**src/hw/rtl/sortable_stack_with_search_defines.svh**
```systemverilog
// assertion macros for the sortable stack with search
`ifndef SORTABLE_STACK_WITH_SEARCH_DEFINES_SVH
`define SORTABLE_STACK_WITH_SEARCH_DEFINES_SVH

`ifndef ASSERT_OFF
`define SSS_ASSERT(lbl, expr, msg) \
  lbl: assert property (@(posedge clk_i) disable iff (!rst_ni) (expr)) else $error(msg);
`define SSS_ASSERT_IMPL(lbl, ante, cons, msg) \
  lbl: assert property (@(posedge clk_i) disable iff (!rst_ni) (ante) |-> (cons)) \
    else $error(msg);
`define SSS_ASSERT_NEXT(lbl, ante, cons, msg) \
  lbl: assert property (@(posedge clk_i) disable iff (!rst_ni) (ante) |=> (cons)) \
    else $error(msg);
`else
`define SSS_ASSERT(lbl, expr, msg)
`define SSS_ASSERT_IMPL(lbl, ante, cons, msg)
`define SSS_ASSERT_NEXT(lbl, ante, cons, msg)
`endif

`endif

```
**src/hw/rtl/sss_pkg.sv**
```systemverilog
// types and constants shared by the sortable stack with search
`timescale 1ns / 1ps

package sss_pkg;

  localparam int unsigned DataW   = 32;
  localparam int unsigned ReqW    = 3;
  localparam int unsigned StatusW = 2;
  localparam int unsigned CountW  = 4;

  localparam logic [ReqW-1:0] REQ_PUSH   = 3'd0;
  localparam logic [ReqW-1:0] REQ_POP    = 3'd1;
  localparam logic [ReqW-1:0] REQ_PEEK   = 3'd2;
  localparam logic [ReqW-1:0] REQ_SEARCH = 3'd3;
  localparam logic [ReqW-1:0] REQ_SORT   = 3'd4;

  localparam logic [StatusW-1:0] ST_OK        = 2'd0;
  localparam logic [StatusW-1:0] ST_FULL      = 2'd1;
  localparam logic [StatusW-1:0] ST_EMPTY     = 2'd2;
  localparam logic [StatusW-1:0] ST_NOT_FOUND = 2'd3;

  typedef enum logic [2:0] {
    S_IDLE,
    S_PEEK,
    S_SRCH,
    S_SORT_LD,
    S_SORT_CMP,
    S_SORT_PUT,
    S_RESP
  } state_e;

endpackage

```
**src/hw/rtl/sss_ram.sv**
```systemverilog
// generic single-write, single-read ram with registered read data
`timescale 1ns / 1ps

module sss_ram #(
  parameter int unsigned Width = 32,
  parameter int unsigned Depth = 8
) (
  input  logic                     clk_i,
  input  logic                     wr_en_i,
  input  logic [$clog2(Depth)-1:0] wr_addr_i,
  input  logic [Width-1:0]         wr_data_i,
  input  logic [$clog2(Depth)-1:0] rd_addr_i,
  output logic [Width-1:0]         rd_data_o
);

  logic [Width-1:0] mem_q [Depth];
  logic [Width-1:0] rd_data_q;

  always_ff @(posedge clk_i) begin
    if (wr_en_i) begin
      mem_q[wr_addr_i] <= wr_data_i;
    end
    rd_data_q <= mem_q[rd_addr_i];
  end

  assign rd_data_o = rd_data_q;

endmodule

```
**src/hw/rtl/sortable_stack_with_search.sv**
```systemverilog
// push, pop, unknown codes and requests with too few entries go straight to the response state
// peek: one ram read of the top; search: reads from the bottom up, stopping at a match or the top
// sort: insertion sort over the one ram, shifting larger entries up
// one request in flight; a new request is taken once the result is queued
// reset (async, active low) empties the stack; entries stay unset until pushed
`timescale 1ns / 1ps
`include "sortable_stack_with_search_defines.svh"

module sortable_stack_with_search #(
  parameter int unsigned STACK_DEPTH = 8
) (
  input  logic                         clk_i,
  input  logic                         rst_ni,
  input  logic                         in_valid_i,
  output logic                         in_stall_o,
  input  logic [sss_pkg::ReqW-1:0]     req_type_i,
  input  logic signed [sss_pkg::DataW-1:0] operand_value_i,
  output logic                         out_valid_o,
  input  logic                         out_stall_i,
  output logic [sss_pkg::StatusW-1:0]  status_o,
  output logic signed [sss_pkg::DataW-1:0] top_value_o,
  output logic [sss_pkg::CountW-1:0]   entry_count_out_o
);

  localparam int unsigned IdxW = $clog2(STACK_DEPTH);
  localparam int unsigned CntW = $clog2(STACK_DEPTH + 1);

  sss_pkg::state_e state_q, state_d;

  logic [CntW-1:0]                count_q, count_d;
  logic [IdxW-1:0]                i_q, i_d;
  logic [IdxW-1:0]                j_q, j_d;
  logic [sss_pkg::DataW-1:0]      opnd_q, opnd_d;
  logic [sss_pkg::StatusW-1:0]    res_status_q, res_status_d;
  logic [sss_pkg::DataW-1:0]      res_top_q, res_top_d;
  logic                           out_valid_q, out_valid_d;
  logic [sss_pkg::StatusW-1:0]    out_status_q, out_status_d;
  logic [sss_pkg::DataW-1:0]      out_top_q, out_top_d;
  logic [sss_pkg::CountW-1:0]     out_count_q, out_count_d;

  logic                      ram_we;
  logic [IdxW-1:0]           ram_waddr;
  logic [sss_pkg::DataW-1:0] ram_wdata;
  logic [IdxW-1:0]           ram_raddr;
  logic [sss_pkg::DataW-1:0] ram_rdata;

  logic            accept;
  logic            full;
  logic            empty;
  logic            multi;
  logic [CntW-1:0] cnt_m1;
  logic            last_i;
  logic            out_free;
  logic [sss_pkg::DataW:0] diff;
  logic            lt;
  logic            eq;
  logic [CntW+sss_pkg::CountW-1:0] cnt_ext;

  sss_ram #(
    .Width(sss_pkg::DataW),
    .Depth(STACK_DEPTH)
  ) u_ram (
    .clk_i    (clk_i),
    .wr_en_i  (ram_we),
    .wr_addr_i(ram_waddr),
    .wr_data_i(ram_wdata),
    .rd_addr_i(ram_raddr),
    .rd_data_o(ram_rdata)
  );

  assign in_stall_o = (state_q != sss_pkg::S_IDLE);
  assign accept     = in_valid_i && !in_stall_o;
  assign full       = (count_q == CntW'(STACK_DEPTH));
  assign empty      = (count_q == '0);
  assign multi      = (count_q > CntW'(1));
  assign cnt_m1     = count_q - CntW'(1);
  assign last_i     = ((CntW'(i_q) + CntW'(1)) == count_q);
  assign out_free   = !out_valid_q || !out_stall_i;

  // shared signed comparator: held operand against ram read data
  assign diff = {opnd_q[sss_pkg::DataW-1], opnd_q} - {ram_rdata[sss_pkg::DataW-1], ram_rdata};
  assign lt   = diff[sss_pkg::DataW];
  assign eq   = (diff == '0);

  // next state
  always_comb begin
    state_d = state_q;
    unique case (state_q)
      sss_pkg::S_IDLE: begin
        if (accept) begin
          state_d = sss_pkg::S_RESP;
          if (req_type_i == sss_pkg::REQ_PEEK && !empty) begin
            state_d = sss_pkg::S_PEEK;
          end else if (req_type_i == sss_pkg::REQ_SEARCH && !empty) begin
            state_d = sss_pkg::S_SRCH;
          end else if (req_type_i == sss_pkg::REQ_SORT && multi) begin
            state_d = sss_pkg::S_SORT_LD;
          end
        end
      end
      sss_pkg::S_PEEK: state_d = sss_pkg::S_RESP;
      sss_pkg::S_SRCH: begin
        if (eq || last_i) begin
          state_d = sss_pkg::S_RESP;
        end
      end
      sss_pkg::S_SORT_LD: state_d = sss_pkg::S_SORT_CMP;
      sss_pkg::S_SORT_CMP: begin
        if (lt) begin
          if (j_q == IdxW'(1)) begin
            state_d = sss_pkg::S_SORT_PUT;
          end
        end else begin
          state_d = last_i ? sss_pkg::S_RESP : sss_pkg::S_SORT_LD;
        end
      end
      sss_pkg::S_SORT_PUT: begin
        state_d = last_i ? sss_pkg::S_RESP : sss_pkg::S_SORT_LD;
      end
      sss_pkg::S_RESP: begin
        if (out_free) begin
          state_d = sss_pkg::S_IDLE;
        end
      end
      default: state_d = sss_pkg::S_IDLE;
    endcase
  end

  // datapath and ram control
  always_comb begin
    ram_we       = 1'b0;
    ram_waddr    = '0;
    ram_wdata    = opnd_q;
    ram_raddr    = '0;
    count_d      = count_q;
    i_d          = i_q;
    j_d          = j_q;
    opnd_d       = opnd_q;
    res_status_d = res_status_q;
    res_top_d    = res_top_q;
    out_valid_d  = out_valid_q && out_stall_i;
    out_status_d = out_status_q;
    out_top_d    = out_top_q;
    out_count_d  = out_count_q;

    unique case (state_q)
      sss_pkg::S_IDLE: begin
        if (accept) begin
          opnd_d       = operand_value_i;
          res_top_d    = '0;
          res_status_d = sss_pkg::ST_OK;
          unique case (req_type_i)
            sss_pkg::REQ_PUSH: begin
              if (full) begin
                res_status_d = sss_pkg::ST_FULL;
              end else begin
                ram_we    = 1'b1;
                ram_waddr = count_q[IdxW-1:0];
                ram_wdata = operand_value_i;
                count_d   = count_q + CntW'(1);
              end
            end
            sss_pkg::REQ_POP: begin
              if (empty) begin
                res_status_d = sss_pkg::ST_EMPTY;
              end else begin
                count_d = cnt_m1;
              end
            end
            sss_pkg::REQ_PEEK: begin
              if (empty) begin
                res_status_d = sss_pkg::ST_EMPTY;
              end
              ram_raddr = cnt_m1[IdxW-1:0];
            end
            sss_pkg::REQ_SEARCH: begin
              res_status_d = sss_pkg::ST_NOT_FOUND;
              i_d          = '0;
            end
            sss_pkg::REQ_SORT: begin
              ram_raddr = IdxW'(1);
              i_d       = IdxW'(1);
            end
            default: ;
          endcase
        end
      end
      sss_pkg::S_PEEK: res_top_d = ram_rdata;
      sss_pkg::S_SRCH: begin
        if (eq) begin
          res_status_d = sss_pkg::ST_OK;
        end else if (!last_i) begin
          i_d       = i_q + IdxW'(1);
          ram_raddr = i_q + IdxW'(1);
        end
      end
      sss_pkg::S_SORT_LD: begin
        // pick up the entry to insert and start walking down from it
        opnd_d    = ram_rdata;
        j_d       = i_q;
        ram_raddr = i_q - IdxW'(1);
      end
      sss_pkg::S_SORT_CMP: begin
        ram_we    = 1'b1;
        ram_waddr = j_q;
        if (lt) begin
          // shift the larger entry up one slot
          ram_wdata = ram_rdata;
          j_d       = j_q - IdxW'(1);
          ram_raddr = j_q - IdxW'(2);
        end else begin
          ram_wdata = opnd_q;
          if (!last_i) begin
            i_d       = i_q + IdxW'(1);
            ram_raddr = i_q + IdxW'(1);
          end
        end
      end
      sss_pkg::S_SORT_PUT: begin
        ram_we    = 1'b1;
        ram_waddr = '0;
        ram_wdata = opnd_q;
        if (!last_i) begin
          i_d       = i_q + IdxW'(1);
          ram_raddr = i_q + IdxW'(1);
        end
      end
      sss_pkg::S_RESP: begin
        if (out_free) begin
          out_valid_d  = 1'b1;
          out_status_d = res_status_q;
          out_top_d    = res_top_q;
          out_count_d  = cnt_ext[sss_pkg::CountW-1:0];
        end
      end
      default: ;
    endcase
  end

  assign cnt_ext = {{sss_pkg::CountW{1'b0}}, count_q};

  always_ff @(posedge clk_i or negedge rst_ni) begin
    if (!rst_ni) begin
      state_q     <= sss_pkg::S_IDLE;
      count_q     <= '0;
      out_valid_q <= 1'b0;
    end else begin
      state_q     <= state_d;
      count_q     <= count_d;
      out_valid_q <= out_valid_d;
    end
  end

  always_ff @(posedge clk_i) begin
    i_q          <= i_d;
    j_q          <= j_d;
    opnd_q       <= opnd_d;
    res_status_q <= res_status_d;
    res_top_q    <= res_top_d;
    out_status_q <= out_status_d;
    out_top_q    <= out_top_d;
    out_count_q  <= out_count_d;
  end

  assign out_valid_o       = out_valid_q;
  assign status_o          = out_status_q;
  assign top_value_o       = out_top_q;
  assign entry_count_out_o = out_count_q;

  `SSS_ASSERT(a_count_range, count_q <= CntW'(STACK_DEPTH), "entry count above depth")
  `SSS_ASSERT_NEXT(a_push_count, accept && req_type_i == sss_pkg::REQ_PUSH && !full, count_q == $past(count_q) + CntW'(1), "push did not grow the stack")
  `SSS_ASSERT_NEXT(a_count_busy, state_q != sss_pkg::S_IDLE, $stable(count_q), "entry count moved while busy")
  `SSS_ASSERT_IMPL(a_sort_walk, state_q == sss_pkg::S_SORT_CMP, j_q != '0 && j_q <= i_q && CntW'(i_q) < count_q, "sort indices out of range")
  `SSS_ASSERT_NEXT(a_result_load, state_q == sss_pkg::S_RESP && out_free, out_valid_q && state_q == sss_pkg::S_IDLE, "result not queued")

endmodule
```
**config.mk**
```make
export PLATFORM = sky130hd
export DESIGN_NAME = sortable_stack_with_search
export DESIGN_NICKNAME = d
export VERILOG_FILES = /design/src/hw/rtl/sss_pkg.sv /design/src/hw/rtl/sss_ram.sv /design/src/hw/rtl/sortable_stack_with_search.sv
export VERILOG_INCLUDE_DIRS = /design/src /design/src/hw/rtl
export SDC_FILE = /design/constraint.sdc
export NUM_CORES = 1
export LEC_CHECK = 0
export BUFFER_PORTS_ARGS = -buffer_cell sky130_fd_sc_hd__buf_2
export CAP_MARGIN = 20
export CORE_MARGIN = 3
export CORE_UTILIZATION = 57
export CTS_BUF_LIST = sky130_fd_sc_hd__clkbuf_8
export CTS_CLUSTER_SIZE = 25
export DETAILED_ROUTE_END_ITERATION = 6
export PLACE_DENSITY = 0.81
export SLEW_MARGIN = 10
export SYNTH_ARGS = -nofsm -noshare
export SYNTH_HDL_FRONTEND = slang
export SYNTH_SLANG_ARGS = --single-unit
```
**constraint.sdc**
```tcl
create_clock -name clk_i -period 6.1 [get_ports clk_i]
set_input_delay 0.61 -clock clk_i [delete_from_list [all_inputs] [get_ports clk_i]]
set_output_delay 0.61 -clock clk_i [all_outputs]
set_load 0.1 [all_outputs]
```
==> key figures, run 1 <==
Routing
  • ANT nets after route: 0
  • Highest routed layer: met4
  • Routed wl met3: 3.67 mm
  • M1 WL: 18.7 mm
  • Via density per instance: 6.35
  • DR WL/cell: 22.0 um
  • Residual DRC: 0
  • Vias: 13100
  • WL final: 45.3 mm
  • WL met2: 21.3 mm
  • 1st-pass router iterations: 6
  • Iteration-0 DRC Markers: 1335

Clock tree
  • Clock buffer depth: 3
  • # hold bufs at CTS: 1
  • Post-CTS Resized: 0
  • Total CTS buffers: 60
  • CTS sink count: 406
  • Clock transition at the registers of the reported paths: 0.06 ns
  • H-tree level count: 2
  • Root Driver: clkbuf_8
  • # Post-CTS Setup Buffers: 0
  • Skew-Pair Late Insertion Delay: 0.64 ns
  • TritonCTS clock tree: yes

Final layout
  • Nets: 1651
  • Most common cell after layout, fill and taps aside: edfxtp_1
  • Multi-input gate area: 6400 sq um
  • Fin util: 65.4%
  • Antenna diodes: 0
  • Area Growth Syn to Fin: 11.4%
  • Most frequent cells in the layout: edfxtp_1 (366), nand2_1 (152), and3_1 (129)
  • Filler Cell Count: 2344
  • Share of post-route cells with drive strength above 1: 17.1%
  • Finished Layout Cells: 2059
  • Register Area: 11800 sq um

Critical path
  • Crit Path Category: flip-flop to flip-flop
  • Crit Reg-Reg Endpoint: u_ram.rd_data_o[16]
  • CP max stage delay: 0.54 ns
  • CP Launch Type: flip-flop
  • R2R setup slack: 0.79 ns
  • CP Capture Type: flip-flop
  • Crit path capture: u_ram.rd_data_o[16]
  • Max Fanout on Critical Path: 100
  • Worst r2r path cells: 17
  • Worst reg2reg startpoint: u_ram.rd_data_o[11]
  • CP startpoint: u_ram.rd_data_o[11]
  • Critical path, cell by cell: inv_1 -> ha_1 -> nand2_1 -> o21ai_0 -> o21ai_0 -> a2111oi_0 -> buf_4 -> o311ai_0 -> a31oi_1 -> xor2_1 -> or4_4 -> nor4_4 -> o211ai_4 -> buf_4 -> and3_1 -> a211oi_1 -> nor4_2
  • WP data required: 6.61 ns
  • Slowest cell on crit path: or4_4
  • Critical Path AT: 5.82 ns

Logic synthesis
  • Number of synthesized register bits: 406
  • Yosys warns: 0
  • Top cells by area, synth: edfxtp_1 (58%), and3_1 (4.3%), a211oi_1 (4.0%)
  • Post-synth top area share: 58.4%
  • Avg Cell Area, Syn: 12.6 sq um
  • Post-synth EDFFs: 366
  • Ys flop type: edfxtp_1
  • Synth Area in Simple Gates: 14.8%
  • Mux share of post-synthesis cell area: 0.379%
  • Synth Net Count: 1575
  • Post-synth top area cell: edfxtp_1
  • Post-Synth Adder-Cell Area: 2.70%
  • Post-Syn Area: 18800 sq um
  • Mapped Cells: 1496
  • Post-synth ARST share: 1.97%
  • XOR/XNOR share of the synthesized area: 1.21%
  • Number of distinct library cells after synthesis: 82
  • Register area share after synthesis: 62.9%
  • Largest family of logic cells by synthesized area: simple AND/OR/NAND/NOR gates
  • Compound-Gate Fraction of Synth Area: 14.5%

Flow run
  • Number of max-cap violations: 0

Floorplan
  • Starting density of the core: 58.7%
  • I/O pins: 79
  • Die width: 188 um
  • Core area: 32000 sq um
  • Die ar.: 35200 sq um
  • # rows: 65
  • Die Ht: 188 um

Placed design
  • Detail Placement HPWL: 30.0 mm
  • PortBufs: 78
  • Placed insts: 1942
  • RePlAce Congestion: 0.927

Hold path
  • Hold Path Class: input pin to flip-flop

Timing
  • Max-slew violation count: 0
  • Fin crit share: 87.0%
  • Max frequency: 0.188 GHz
  • Max_slew headroom: 27.4%
  • Final setup viols: 0
  • RSZ-0062 raised after global routing: false
  • Worst Tran Pin Value: 1.09 ns
  • Final hold vios: 0
  • Setup TNS: 0 ns
  • Clk_skew: 0.0496 ns
  • Final min period: 5.31 ns

Global routing
  • Tot GR Track Use: 25.3%
  • Initial antenna violation count: 0
  • Vias in the first global route: 12800
  • Grt ovf: 0
  • First-pass GRT wire length: 70.8 mm
  • Largest net degree at the start of global routing: 126

Outcome
  • Status: completed
==> per-stage QoR <==
step	hold WS (ns)	area, sq um	setup slack [ns]
after global placement	0.400	19600	1.00
after detailed placement	0.405	19700	0.913
final	0.280	21000	0.791
after CTS	0.243	20900	0.847
after floorplan	0.314	18800	1.92
after global routing	0.274	21000	0.388
==> worst min-delay path by stage <==
stage / start / to / slack (ns) / depth (start not counted)
floorplan: rst_ni / count_q[0] / 0.31 / 0
global placement: res_top_q[10] / top_value_o[10] / 0.40 / 0
detailed placement: res_status_q[1] / status_o[1] / 0.40 / 0
CTS: operand_value_i[8] / opnd_q[8] / 0.24 / 3
global route: operand_value_i[13] / opnd_q[13] / 0.27 / 3
finish: operand_value_i[8] / opnd_q[8] / 0.28 / 3
==> routing by layer <==
layer / global-route usage (%) / vias to the layer above
met1: 35.5 / 6345
met3: 3.44 / 120
met5: 0 / -
met2: 40.4 / 688
li1: - / 5918
met4: 10.2 / 0
==> area by class of cell <==
| class | instances | share of cell area [%] |
|---|---|---|
| inverters | 51 | 0.913 |
| clock buffers | 74 | 4.86 |
| flip-flops and latches | 406 | 56.4 |
| repair buffers | 108 | 3.57 |
| multi-input cells | 945 | 30.5 |
| well taps | 435 | 2.60 |
| clock inverters | 40 | 1.07 |
==> synthesized netlist by cell type, drive strengths merged (3+ instances only) <==
master,count
edfxtp,366
nand2,153
a211oi,133
and3,129
nor2,78
o21ai,77
clkbuf,66
inv,51
a21oi,50
nor4,40
ha,39
a22oi,36
dfxtp,32
buf,28
nor3,17
xnor2,17
nand2b,13
nand3,13
nand4,11
or3,11
a21o,9
o21a,9
xor2,9
and2,8
dfrtp,8
o211ai,8
nor2b,7
a2111oi,6
mux2i,6
a21boi,5
a211o,4
a31oi,4
a32oi,4
nand3b,4
o2111ai,4
o31ai,4
nor3b,3
o211a,3
o31a,3
or4,3
==> registers in the layout, indices dropped and copies added (netlist names), 2 cells and up <==
register           flops
entry_count_out_o      4
count_q                4
i_q                    3
opnd_q                32
res_status_q           2
res_top_q             32
u_ram.mem_q          256
j_q                    3
u_ram.rd_data_o       32
status_o               2
top_value_o           32
state_q                3
==> kinds of logic (layout without fill, tap and decap cells) <==
kind of cell | count (synthesis) | count (layout)
muxes | 7 | 7
and+or+nand+nor | 499 | 499
AOI/OAI and AO/OA | 373 | 373
buffers and inverters | 145 | 273
adders and majority gates | 40 | 40
DFF | 406 | 406
xor gates and xnor gates | 26 | 26
==> worst max-delay path, delay by kind of cell (launching register included) <==
kind                     cells  cell delay, ns
flip-flops                   1            0.37
buffers and inverters        3            0.66
AND/OR/NAND/NOR              5            1.61
AO/OA/AOI/OAI                7            1.87
XOR/XNOR                     1            0.11
adder cells (fa/ha/maj)      1            0.43
Power of run 1 is left out: the tool's default activity adds up to more than one toggle a clock period on the data nets, which glitch-free logic cannot reach.
==> inputs of run 2 (changes only) <==
Settings changed: PLACE_DENSITY 0.81 to 0.75.
==> run 2 against run 1 <==
  * Design area fell by 0.90%
  * Worst setup slack got worse by 0.16 ns
  * Global-route usage rose by 0.11 points
  * Final cell count fell by 0.15%
  * Count of clock-buffer cells in the layout fell by 8
  * Largest cell class unchanged
  * Highest routed layer unchanged
==> key figures, run 2 (synthesized netlist as in run 1, its figures left out) <==
Global routing
  • Met1 usage: 37.3% (was 35.5%)
  • M3 GR Usage: 3.29% (was 3.44%)
  • Initial antenna violation count: 0 (unchanged)
  • Vias in the first global route: 12600 (was 12800)
  • First-pass GRT wire length: 70.8 mm (unchanged)
  • GRT Max-Usage Layer: met2 (unchanged)
  • Met2 usage: 39.2% (was 40.4%)
  • Largest net degree at the start of global routing: 126 (unchanged)
  • Tot GR Track Use: 25.4% (was 25.3%)
  • Grt ovf: 0 (unchanged)

Timing
  • Max frequency: 0.183 GHz (was 0.188 GHz)
  • Max_slew headroom: 21.6% (was 27.4%)
  • Setup TNS: 0 ns (unchanged)
  • RSZ-0062 raised after global routing: false (unchanged)
  • Final setup viols: 0 (unchanged)
  • Worst Tran Pin Value: 1.18 ns (was 1.09 ns)
  • Max-slew violation count: 0 (unchanged)
  • Fin crit share: 89.6% (was 87.0%)
  • Final hold vios: 0 (unchanged)
  • Clk_skew: 0.0479 ns (was 0.0496 ns)
  • Final min period: 5.47 ns (was 5.31 ns)

Final layout
  • Share of post-route cells with drive strength above 1: 16.7% (was 17.1%)
  • Most frequent cells in the layout: edfxtp_1 (366), nand2_1 (152), and3_1 (129) (unchanged)
  • Max reg flops: 256 (unchanged)
  • Register with the most flip-flops: u_ram.mem_q (unchanged)
  • Most common cell after layout, fill and taps aside: edfxtp_1 (unchanged)
  • Nets: 1650 (was 1651)
  • Area Growth Syn to Fin: 10.4% (was 11.4%)
  • Antenna diodes: 0 (unchanged)

Critical path
  • Crit-path leading delay family: compound AO/OA/AOI/OAI gates (unchanged)
  • CP max stage delay: 0.53 ns (was 0.54 ns)
  • WP data required: 6.58 ns (was 6.61 ns)
  • Critical Path AT: 5.95 ns (was 5.82 ns)
  • Slowest cell on crit path: or4_4 (unchanged)
  • Max Fanout on Critical Path: 125 (was 100)
  • Critical path, cell by cell: inv_1 -> ha_1 -> nand2_1 -> a211oi_1 -> o2111ai_1 -> a2111oi_0 -> buf_4 -> o311ai_0 -> a31oi_1 -> xor2_1 -> or4_4 -> nor4_4 -> o211ai_4 -> buf_4 -> and3_1 -> a211oi_1 -> nor4_2 (was inv_1 -> ha_1 -> nand2_1 -> o21ai_0 -> o21ai_0 -> a2111oi_0 -> buf_4 -> o311ai_0 -> a31oi_1 -> xor2_1 -> or4_4 -> nor4_4 -> o211ai_4 -> buf_4 -> and3_1 -> a211oi_1 -> nor4_2)
  • CP Launch Type: flip-flop (unchanged)
  • Crit Path Category: flip-flop to flip-flop (unchanged)
  • Buffers & Inverters on Critical Path: 3 (unchanged)
  • CP Capture Type: flip-flop (unchanged)

Routing
  • Iteration-0 DRC Markers: 1399 (was 1335)
  • Via density per instance: 6.34 (was 6.35)
  • DR WL/cell: 22.2 um (was 22.0 um)
  • Residual DRC: 0 (unchanged)
  • ANT nets after route: 0 (unchanged)
  • Vias: 13000 (was 13100)
  • WL final: 45.6 mm (was 45.3 mm)
  • 1st-pass router iterations: 5 (was 6)

Outcome
  • Status: completed (unchanged)

Floorplan
  • Starting density of the core: 58.7% (unchanged)
  • Die ar.: 35200 sq um (unchanged)
  • # rows: 65 (unchanged)
  • Die Ht: 188 um (unchanged)
  • Die width: 188 um (unchanged)
  • Core area: 32000 sq um (unchanged)
  • I/O pins: 79 (unchanged)

Clock tree
  • CTS sink count: 406 (unchanged)
  • Clock transition at the registers of the reported paths: 0.06 ns (about the same)
  • Root Driver: clkbuf_8 (unchanged)
  • Skew-Pair Late Insertion Delay: 0.63 ns (was 0.64 ns)
  • H-tree level count: 2 (unchanged)
  • Clock buffer depth: 3 (unchanged)
  • TritonCTS clock tree: yes (unchanged)
  • # Post-CTS Setup Buffers: 0 (unchanged)
  • Total CTS buffers: 61 (was 60)

Placed design
  • RePlAce Congestion: 0.975 (was 0.927)
  • Detail Placement HPWL: 29.2 mm (was 30.0 mm)
  • PortBufs: 78 (unchanged)

Flow run
  • Number of max-cap violations: 0 (unchanged)

Hold path
  • Hold Path Class: input pin to flip-flop (unchanged)
-- run 2: changes by cell type in the layout (fill, tap and decap cells not counted) --
cell / change
clkinv_2: +2
inv_12: +1
clkbuf_8: -8
clkinv_1: +2
buf_4: +2
inv_16: -1
clkinv_8: -1
inv_6: +1
buf_16: -4
inv_1: +3
-- run 2: tightest hold or removal path: cells and delay by family --
kind / cells / cell delay, ns
and+or+nand+nor: 1 / 0.04
buffers and inverters: 1 / 0.09
AOI/OAI and AO/OA: 1 / 0.06
-- run 2: per-stage QoR --
step | setup slack (ns) | instance area (sq um) | std cells | hold slack, ns | utilization [%]
2_1_floorplan | 1.92 | 18800 | 1496 | 0.314 | -
3_3_place_gp | 0.856 | 19600 | 1941 | 0.401 | 61.1
3_5_place_dp | 0.775 | 19600 | 1941 | 0.405 | 61.1
4_1_cts | 0.694 | 20800 | 2055 | 0.253 | 64.8
5_1_grt | 0.318 | 20800 | 2056 | 0.282 | 64.8
6_report | 0.635 | 20800 | 2056 | 0.288 | 64.8
-- run 2: path summary, 6_finish.rpt --
kind | from | to | slack [ns] | cells past startpoint
max | u_ram.rd_data_o[3] | u_ram.rd_data_o[15] | 0.63 | 17
max reg2reg | u_ram.rd_data_o[3] | u_ram.rd_data_o[15] | 0.63 | 17
min | operand_value_i[5] | opnd_q[5] | 0.29 | 3
min reg2reg | res_top_q[26] | top_value_o[26] | 0.42 | 0
max in group asynchronous | rst_ni | count_q[1] | 5.54 | 2
min in group asynchronous | rst_ni | state_q[2] | 0.38 | 2
-- run 2: layout make-up --
| cell class | instances | area [sq um] |
|---|---|---|
| multi-input combinational | 945 | 6400 |
| fill | 2459 | 11300 |
| inverter | 51 | 191 |
| tap | 435 | 544 |
| clock inverter | 47 | 243 |
| timing repair buffer | 106 | 653 |
| sequential | 406 | 11800 |
| clock buffer | 66 | 908 |
-- run 2: timing repair --
| action | 4_1_cts | 5_1_grt |
|---|---|---|
| setup endpoints to repair | 0 | 0 |
| hold buffers | 1 | 0 |
| resized for setup | 0 | 0 |
| endpoints found under the hold margin | 8 | 0 |
-- run 2: per-layer routing --
layer	routed length, um	share of wire (%)	up-vias
met5	0	0	-
met1	19600	43	6432
li1	-	-	5905
met3	3640	8.0	103
met2	21000	46	600
met4	1390	3.0	0
Power of run 2 is left out for the same reason.
